$ cat config.mk
export PLATFORM = sky130hd
export DESIGN_NAME = marker_framed_packet_receiver_core
export DESIGN_NICKNAME = d
export VERILOG_FILES = /design/src/sv/mfpr_pkg.sv /design/src/sv/mfpr_store.sv /design/src/sv/mfpr_queue.sv /design/src/sv/mfpr_front.sv /design/src/sv/mfpr_back.sv /design/src/sv/marker_framed_packet_receiver_core.sv
export SDC_FILE = /design/constraint.sdc
export NUM_CORES = 1
export LEC_CHECK = 0
export BUFFER_PORTS_ARGS = -buffer_cell sky130_fd_sc_hd__buf_2
export CORE_AREA = 2 2 291 293
export DETAILED_ROUTE_END_ITERATION = 7
export DIE_AREA = 0 0 293 295
export MAX_ROUTING_LAYER = met4
export PLACE_DENSITY = 0.83
export SLEW_MARGIN = 20
export SYNTH_ARGS = -nofsm -noshare
export SYNTH_HDL_FRONTEND = slang
export SYNTH_SLANG_ARGS = --single-unit
$ cat constraint.sdc
create_clock -name clk -period 3 [get_ports clk]
set_input_delay 0.15 -clock clk [delete_from_list [all_inputs] [get_ports clk]]
set_output_delay 0.15 -clock clk [all_outputs]
set_load 0.01 [all_outputs]
$ cat src/sv/mfpr_pkg.sv
package mfpr_pkg;

	localparam int BYTE_W  = 8;
	localparam int LEN_W   = 6;
	localparam int HDR_LEN = 3;

	// configuration register indexes
	localparam logic CFG_START_MARKER = 1'b0;
	localparam logic CFG_END_MARKER   = 1'b1;

	// one closed frame, handed from the front to the back
	typedef struct packed {
		logic              bank;
		logic [LEN_W-1:0]  len;
		logic [BYTE_W-1:0] h0;
		logic [BYTE_W-1:0] h1;
		logic [BYTE_W-1:0] h2;
	} frame_desc_t;

	// queue handshake between front, queue and back
	typedef struct packed {
		logic push;
		logic pop;
	} queue_ctl_t;

	typedef struct packed {
		logic full;
		logic empty;
	} queue_stat_t;

endpackage

$ cat src/sv/mfpr_store.sv
module mfpr_store #(
	parameter int DEPTH = 64
) (
	input  logic                           clk,
	input  logic                           we,
	input  logic [$clog2(DEPTH):0]         waddr,
	input  logic [mfpr_pkg::BYTE_W-1:0]    wdata,
	input  logic [$clog2(DEPTH):0]         raddr,
	output logic [mfpr_pkg::BYTE_W-1:0]    rdata
);

	localparam int AW      = $clog2(DEPTH) + 1;
	localparam int ENTRIES = 2 ** AW;

	// two banks of frame bytes, bank select is the address MSB
	logic [mfpr_pkg::BYTE_W-1:0] mem [ENTRIES];

	always_ff @(posedge clk) begin
		if (we) begin
			mem[waddr] <= wdata;
		end
	end

	always_ff @(posedge clk) begin
		rdata <= mem[raddr];
	end

endmodule

$ cat src/sv/mfpr_queue.sv
module mfpr_queue (
	input  logic                    clk,
	input  logic                    arst_n,
	input  mfpr_pkg::queue_ctl_t    ctl,
	input  mfpr_pkg::frame_desc_t   push_desc,
	output mfpr_pkg::queue_stat_t   stat,
	output mfpr_pkg::frame_desc_t   head
);

	// two-entry descriptor queue, one entry per store bank
	mfpr_pkg::frame_desc_t entry_q [2];
	logic       wr_ptr_q;
	logic       rd_ptr_q;
	logic [1:0] count_q;

	always_ff @(posedge clk) begin
		if (ctl.push) begin
			entry_q[wr_ptr_q] <= push_desc;
		end
	end

	always_ff @(posedge clk or negedge arst_n) begin
		if (!arst_n) begin
			wr_ptr_q <= 1'b0;
			rd_ptr_q <= 1'b0;
			count_q  <= 2'd0;
		end else begin
			if (ctl.push) begin
				wr_ptr_q <= ~wr_ptr_q;
			end
			if (ctl.pop) begin
				rd_ptr_q <= ~rd_ptr_q;
			end
			unique case ({ctl.push, ctl.pop})
				2'b10:   count_q <= count_q + 2'd1;
				2'b01:   count_q <= count_q - 2'd1;
				default: count_q <= count_q;
			endcase
		end
	end

	assign stat.full  = count_q[1];
	assign stat.empty = (count_q == 2'd0);
	assign head       = entry_q[rd_ptr_q];

endmodule

$ cat src/sv/mfpr_front.sv
module mfpr_front #(
	parameter int DEPTH = 64
) (
	input  logic                          clk,
	input  logic                          arst_n,
	input  logic                          cfg_we,
	input  logic                          cfg_index,
	input  logic [mfpr_pkg::BYTE_W-1:0]   cfg_data,
	input  logic                          s_tvalid,
	output logic                          s_tready,
	input  logic [mfpr_pkg::BYTE_W-1:0]   s_tdata,
	input  mfpr_pkg::queue_stat_t         q_stat,
	output logic                          q_push,
	output mfpr_pkg::frame_desc_t         q_desc,
	output logic                          ram_we,
	output logic [$clog2(DEPTH):0]        ram_waddr,
	output logic [mfpr_pkg::BYTE_W-1:0]   ram_wdata
);

	localparam int          CW    = $clog2(DEPTH);
	localparam logic [CW-1:0] LIMIT = CW'(DEPTH - 1);

	logic [mfpr_pkg::BYTE_W-1:0] start_marker_q;
	logic [mfpr_pkg::BYTE_W-1:0] end_marker_q;
	logic                        in_frame_q;
	logic [CW-1:0]               count_q;
	logic                        bank_q;
	logic [mfpr_pkg::BYTE_W-1:0] h0_q, h1_q, h2_q;

	logic beat;
	logic is_open;
	logic is_close;
	logic is_store;

	// config registers
	always_ff @(posedge clk or negedge arst_n) begin
		if (!arst_n) begin
			start_marker_q <= 8'd2;
			end_marker_q   <= 8'd3;
		end else if (cfg_we) begin
			unique case (cfg_index)
				mfpr_pkg::CFG_START_MARKER: start_marker_q <= cfg_data;
				mfpr_pkg::CFG_END_MARKER:   end_marker_q   <= cfg_data;
				default:                    start_marker_q <= start_marker_q;
			endcase
		end
	end

	// classify the beat; hold off only while both banks are pending
	assign s_tready = ~q_stat.full;
	assign beat     = s_tvalid & s_tready;
	assign is_open  = beat & ~in_frame_q & (s_tdata == start_marker_q);
	assign is_close = beat & in_frame_q & (s_tdata == end_marker_q);
	assign is_store = beat & in_frame_q & (s_tdata != end_marker_q) & (count_q < LIMIT);

	// frame tracking and header capture
	always_ff @(posedge clk or negedge arst_n) begin
		if (!arst_n) begin
			in_frame_q <= 1'b0;
			count_q    <= '0;
			bank_q     <= 1'b0;
			h0_q       <= '0;
			h1_q       <= '0;
			h2_q       <= '0;
		end else begin
			if (is_open) begin
				in_frame_q <= 1'b1;
				count_q    <= '0;
				h0_q       <= '0;
				h1_q       <= '0;
				h2_q       <= '0;
			end else if (is_close) begin
				in_frame_q <= 1'b0;
				count_q    <= '0;
				bank_q     <= ~bank_q;
			end else if (is_store) begin
				count_q <= count_q + CW'(1);
				if (count_q == CW'(0)) h0_q <= s_tdata;
				if (count_q == CW'(1)) h1_q <= s_tdata;
				if (count_q == CW'(2)) h2_q <= s_tdata;
			end
		end
	end

	assign ram_we    = is_store;
	assign ram_waddr = {bank_q, count_q};
	assign ram_wdata = s_tdata;

	assign q_push      = is_close;
	assign q_desc.bank = bank_q;
	assign q_desc.len  = mfpr_pkg::LEN_W'(count_q);
	assign q_desc.h0   = h0_q;
	assign q_desc.h1   = h1_q;
	assign q_desc.h2   = h2_q;

endmodule

$ cat src/sv/mfpr_back.sv
module mfpr_back #(
	parameter int DEPTH = 64
) (
	input  logic                          clk,
	input  logic                          arst_n,
	input  mfpr_pkg::queue_stat_t         q_stat,
	input  mfpr_pkg::frame_desc_t         q_head,
	output logic                          q_pop,
	output logic [$clog2(DEPTH):0]        ram_raddr,
	input  logic [mfpr_pkg::BYTE_W-1:0]   ram_rdata,
	output logic                          m_tvalid,
	input  logic                          m_tready,
	output logic [39:0]                   m_tdata,
	output logic                          m_tuser,
	output logic                          m_tlast
);

	localparam int CW = $clog2(DEPTH);

	typedef enum logic [2:0] {
		B_IDLE = 3'b001,
		B_RD   = 3'b010,
		B_OUT  = 3'b100
	} back_state_t;

	back_state_t           state_q;
	mfpr_pkg::frame_desc_t desc_q;
	logic [CW-1:0]         idx_q;
	logic                  hdr_only;
	logic                  last_beat;
	logic                  out_done;
	logic [mfpr_pkg::BYTE_W-1:0] payload;

	assign hdr_only  = (desc_q.len <= mfpr_pkg::LEN_W'(mfpr_pkg::HDR_LEN));
	assign last_beat = hdr_only | ((mfpr_pkg::LEN_W'(idx_q) + 6'd1) == desc_q.len);
	assign out_done  = (state_q == B_OUT) & m_tready;

	// walk one frame: load descriptor, read each payload byte, hold until taken
	always_ff @(posedge clk or negedge arst_n) begin
		if (!arst_n) begin
			state_q <= B_IDLE;
			idx_q   <= '0;
		end else begin
			unique case (state_q)
				B_IDLE: begin
					if (!q_stat.empty) begin
						idx_q <= CW'(mfpr_pkg::HDR_LEN);
						if (q_head.len <= mfpr_pkg::LEN_W'(mfpr_pkg::HDR_LEN)) begin
							state_q <= B_OUT;
						end else begin
							state_q <= B_RD;
						end
					end
				end
				B_RD: begin
					state_q <= B_OUT;
				end
				B_OUT: begin
					if (m_tready) begin
						if (last_beat) begin
							state_q <= B_IDLE;
						end else begin
							idx_q   <= idx_q + CW'(1);
							state_q <= B_RD;
						end
					end
				end
				default: state_q <= B_IDLE;
			endcase
		end
	end

	always_ff @(posedge clk) begin
		if ((state_q == B_IDLE) && !q_stat.empty) begin
			desc_q <= q_head;
		end
	end

	assign q_pop     = out_done & last_beat;
	assign ram_raddr = {desc_q.bank, idx_q};
	assign payload   = hdr_only ? '0 : ram_rdata;

	assign m_tvalid = (state_q == B_OUT);
	assign m_tdata  = {2'b00, payload, desc_q.len, desc_q.h2, desc_q.h1, desc_q.h0};
	assign m_tuser  = ~hdr_only;
	assign m_tlast  = last_beat;

endmodule

$ cat src/sv/marker_framed_packet_receiver_core.sv
// channel  | dir | beat content
// s_*      | in  | tdata[7:0] rx_byte
// m_*      | out | tdata: unit_address, op_mode, declared_size, frame_length,
//          |     |   payload_byte; tuser payload_valid; tlast last
// cfg_*    | in  | index 0 start_marker, index 1 end_marker, one write per cycle
//
// Input takes one byte per cycle. Two store banks ping-pong, so one frame can
// drain while the next fills; s_tready drops only while two closed frames wait.
// Output: each frame first loads its descriptor in B_IDLE; a header-only beat
// follows straight in B_OUT, each payload beat passes B_RD (store read), then
// B_OUT (held), plus waiting on m_tready.
// arst_n clears markers to 2/3, frame state and the queue; no clearing pass.
module marker_framed_packet_receiver_core #(
	parameter int DEPTH = 64
) (
	input  logic        clk,
	input  logic        arst_n,
	input  logic        cfg_we,
	input  logic        cfg_index,
	input  logic [7:0]  cfg_data,
	input  logic        s_tvalid,
	output logic        s_tready,
	input  logic [7:0]  s_tdata,   // [7:0] rx_byte
	output logic        m_tvalid,
	input  logic        m_tready,
	output logic [39:0] m_tdata,   // [7:0] unit_address, [15:8] op_mode,
	                               // [23:16] declared_size, [29:24] frame_length,
	                               // [37:30] payload_byte, [39:38] zero
	output logic        m_tuser,   // [0] payload_valid
	output logic        m_tlast
);

	localparam int AW = $clog2(DEPTH) + 1;

	mfpr_pkg::queue_ctl_t  q_ctl;
	mfpr_pkg::queue_stat_t q_stat;
	mfpr_pkg::frame_desc_t q_desc;
	mfpr_pkg::frame_desc_t q_head;
	logic                  q_push;
	logic                  q_pop;

	logic          ram_we;
	logic [AW-1:0] ram_waddr;
	logic [7:0]    ram_wdata;
	logic [AW-1:0] ram_raddr;
	logic [7:0]    ram_rdata;

	assign q_ctl = '{push: q_push, pop: q_pop};

	mfpr_front #(.DEPTH(DEPTH)) u_front (
		.clk       (clk),
		.arst_n    (arst_n),
		.cfg_we    (cfg_we),
		.cfg_index (cfg_index),
		.cfg_data  (cfg_data),
		.s_tvalid  (s_tvalid),
		.s_tready  (s_tready),
		.s_tdata   (s_tdata),
		.q_stat    (q_stat),
		.q_push    (q_push),
		.q_desc    (q_desc),
		.ram_we    (ram_we),
		.ram_waddr (ram_waddr),
		.ram_wdata (ram_wdata)
	);

	mfpr_queue u_queue (
		.clk       (clk),
		.arst_n    (arst_n),
		.ctl       (q_ctl),
		.push_desc (q_desc),
		.stat      (q_stat),
		.head      (q_head)
	);

	mfpr_store #(.DEPTH(DEPTH)) u_store (
		.clk   (clk),
		.we    (ram_we),
		.waddr (ram_waddr),
		.wdata (ram_wdata),
		.raddr (ram_raddr),
		.rdata (ram_rdata)
	);

	mfpr_back #(.DEPTH(DEPTH)) u_back (
		.clk       (clk),
		.arst_n    (arst_n),
		.q_stat    (q_stat),
		.q_head    (q_head),
		.q_pop     (q_pop),
		.ram_raddr (ram_raddr),
		.ram_rdata (ram_rdata),
		.m_tvalid  (m_tvalid),
		.m_tready  (m_tready),
		.m_tdata   (m_tdata),
		.m_tuser   (m_tuser),
		.m_tlast   (m_tlast)
	);

endmodule
==> impl_metrics.yaml <==
final_layout:
  num-fill-cells: 5164
  final_cell_mix: "1117 x edfxtp_1, 192 x mux4_2, 185 x mux2i_1"
  drive_gt1_share_pct: 25.1
  area.growth.synth_to_final_pct: 14.0
  final_nets: 2620
  layoutNonFillerInstCount: 3771
  layout_commonest_cell: "edfxtp_1"
  post-route-util_pct: 63.4
detailed_routing:
  ant_nets: 0
  routed_wl_um: 111000
  drt_iter0_drc: 3581
  drc: 0
  post_drt_wl_per_cell_um: 29.6
  drt_pass1_iterations: 6
  num_vias: 24459
  via_per_inst: 6.49
die:
  die_area_sq_mm: 0.0864
  floorplan.initialDensity_pct: 55.6
  fp-row-count: 106
  die_w_um: 293
  core-area_sq_mm: 0.0832
  ios: 66
  die_h_um: 295
setup_path:
  startpoint_type: "flop"
  worstSetupPathType: "flop to output port"
  required_ps: 2850
  endpoint: "m_tlast"
  crit_start: "u_back.idx_q[0]"
  path_max_fanout: 12
  regToRegSetupSlack_ps: 170
  cp-end-kind: "output port"
  reg2reg_to: "u_store.mem[61][3]"
  cp.arrival_ps: 2690
  rr_startpoint: "u_front.count_q[5]"
  rr_worst_depth: 4
yosys:
  synth_seq_cells: 1186
  ys.flop_type: "edfxtp_1"
  netlist_area_sq_mm: 0.0463
  async_flop_share_pct: 5.14
  synth_warnings: 0
  avgSynthCellArea_sq_um: 19.7
  synth_edf_count: 1117
  synthCells: 2343
  yosysSeqAreaShare_pct: 76.2
  ys_types: 62
timing:
  layout_setup_ws_ps: 155
  maxSlewHeadroom_pct: 28.0
  fin_crit_sh_pct: 94.8
  timing.fmax_mhz: 352
  rsz0062_at_grt: "false"
  final-max-slew-violation-count: 0
  whs_ps: 78.3
  fin_skew_ps: 48.1
  tightest_slew_ps: 1080
  period_needed_ps: 2840
  finalSetupViolations: 0
  finalHoldViolations: 0
clock_network:
  htree_num_levels: 3
  cts_tree: "yes"
  cts_buffers: 114
  clockRootBuffer: "clkbuf_16"
  clockBufferDepth: 3
  clk_latency_ps: 700
  clkSinkCount: 1186
  clk_pin_slew_ps: 60
global_routing:
  grt_pass1_wl_um: 162000
  grt_use_total_pct: 26.6
  grt_max_degree: 94
  grt_pass1_vias: 24844
  antenna_found_initial: 6
  grt-ovfl-total: 0
power_and_ir_drop:
  power_leakage_nw: 18.3
  p_per_area_mw_per_mm2: 809
  peakVddDrop_mv: 0.550
place:
  place_hpwl_um: 66000
  dp.cells: 3532
  io_buffer_count: 63
  dp_slack_ps: 209
  gp_congestion: 0.906
hold_path:
  hp-class: "input port to flop"
run:
  maxCapViolCount: 0
run_status:
  status: "finished clean"
-- cells in the mapped netlist, types with 3 or more instances --
library cell | n | area [sq um]
dfxtp_1 | 8 | 160
inv_1 | 7 | 26.3
buf_12 | 3 | 60.1
buf_6 | 25 | 282
a21oi_1 | 83 | 415
nand2b_1 | 8 | 50.1
mux2_2 | 47 | 529
xor2_1 | 6 | 52.6
nor3_1 | 35 | 175
nor2b_1 | 8 | 50.1
nand4_2 | 7 | 87.6
nand2_1 | 28 | 105
and2_1 | 10 | 62.6
buf_2 | 34 | 170
nand3_1 | 7 | 35.0
o22ai_1 | 64 | 400
nor2_1 | 176 | 661
mux4_2 | 192 | 4320
mux2i_1 | 185 | 1850
edfxtp_1 | 1117 | 33500
ha_1 | 6 | 75.1
a22oi_1 | 64 | 480
a211oi_1 | 8 | 60.1
or3_1 | 5 | 31.3
buf_1 | 5 | 18.8
dfstp_2 | 4 | 105
xnor2_1 | 28 | 245
clkbuf_1 | 45 | 169
buf_4 | 17 | 128
o21ai_1 | 9 | 45.0
dfrtp_1 | 57 | 1430
o32ai_1 | 8 | 70.1
nand4_1 | 4 | 25.0
-- flip-flops by register name, summed over array words and instances (netlist names) --
| signal | flops |
|---|---|
| u_front.in_frame_q | 1 |
| u_front.h0_q | 8 |
| u_front.h1_q | 8 |
| u_queue.rd_ptr_q | 1 |
| u_front.start_marker_q | 8 |
| u_store.mem | 1024 |
| u_back.idx_q | 6 |
| u_front.bank_q | 1 |
| u_back.ram_raddr | 1 |
| u_queue.count_q | 2 |
| u_front.end_marker_q | 8 |
| u_front.h2_q | 8 |
| u_store.rdata | 8 |
| u_queue.entry_q | 62 |
| u_back.m_tdata | 30 |
| u_front.count_q | 6 |
| u_queue.wr_ptr_q | 1 |
| u_back.state_q | 3 |
-- worst min-delay path by stage --
stage / from / depth (start not counted) / to
3_3_place_gp: arst_n / 1 / u_front.h0_q[4]
2_1_floorplan: arst_n / 0 / u_back.idx_q[0]
4_1_cts: cfg_we / 3 / u_front.end_marker_q[6]
6_report: cfg_we / 3 / u_front.start_marker_q[0]
3_5_place_dp: arst_n / 1 / u_front.h0_q[4]
5_1_grt: arst_n / 3 / u_queue.count_q[1]
-- kinds of logic (layout without fill, tap and decap cells) --
| group | after synthesis | after routing | share of synthesized area [%] |
|---|---|---|---|
| compound gates | 249 | 249 | 3.48 |
| xor+xnor | 36 | 36 | 0.747 |
| fa+ha+maj | 6 | 6 | 0.162 |
| buf+inv | 139 | 481 | 1.92 |
| flops | 1186 | 1186 | 76.2 |
| mux | 424 | 424 | 14.5 |
| other cells | 1 | 7 | 0.00811 |
| simple gates | 302 | 302 | 3.02 |
-- area by class of cell --
cell class | count | area, sq um | share of cell area [%]
Clock buffer | 149 | 3010 | 5.72
Sequential cell | 1186 | 35200 | 66.9
Inverter | 8 | 30.0 | 0.0570
Antenna cell | 5 | 12.5 | 0.0237
Tap cell | 1080 | 1350 | 2.56
Multi-Input combinational cell | 1019 | 10200 | 19.3
Clock inverter | 61 | 724 | 1.37
Timing Repair Buffer | 263 | 2170 | 4.11
-- through the flow --
| stage | total power (W) | setup TNS [ps] | area [sq um] |
|---|---|---|---|
| floorplan | 0.0256 | -4130 | 46300 |
| global placement | 0.0281 | 0 | 48700 |
| detailed placement | 0.0284 | 0 | 48700 |
| CTS | 0.0427 | 0 | 52600 |
| global route | 0.0439 | 0 | 52700 |
| finish | 0.0427 | 0 | 52700 |
-- critical path, stage by stage, from the launching register on --
cell	delay [ps]
dfrtp_4	590
ha_1	300
and3_1	240
xnor3_1	220
nand4_2	200
o21ai_4	250
buf_2	180
-- report_power, final --
part	internal, W	switching (W)
combinational	0.00428	0.00514
sequential	0.0186	0.000400
clock	0.00815	0.00611
total	0.0310	0.0116
-- routing by layer --
metal  vias to the layer above  GRT usage [%]  part of all wire (%)
met5                         -              -                     0
li1                       9999              -                     -
met4                         0           11.3                   4.6
met2                      1679           42.3                    49
met1                     12506           33.9                    35
met3                       275           5.26                    11
-- what timing repair did --
item                                    CTS  global route
hold buffers                             16             0
buffers inserted                          0             7
hold endpoints to repair                 81             0
gates resized for setup                   0             1
endpoints found under the setup margin    0             1
No activity file was read; power rests on OpenSTA's default activity.
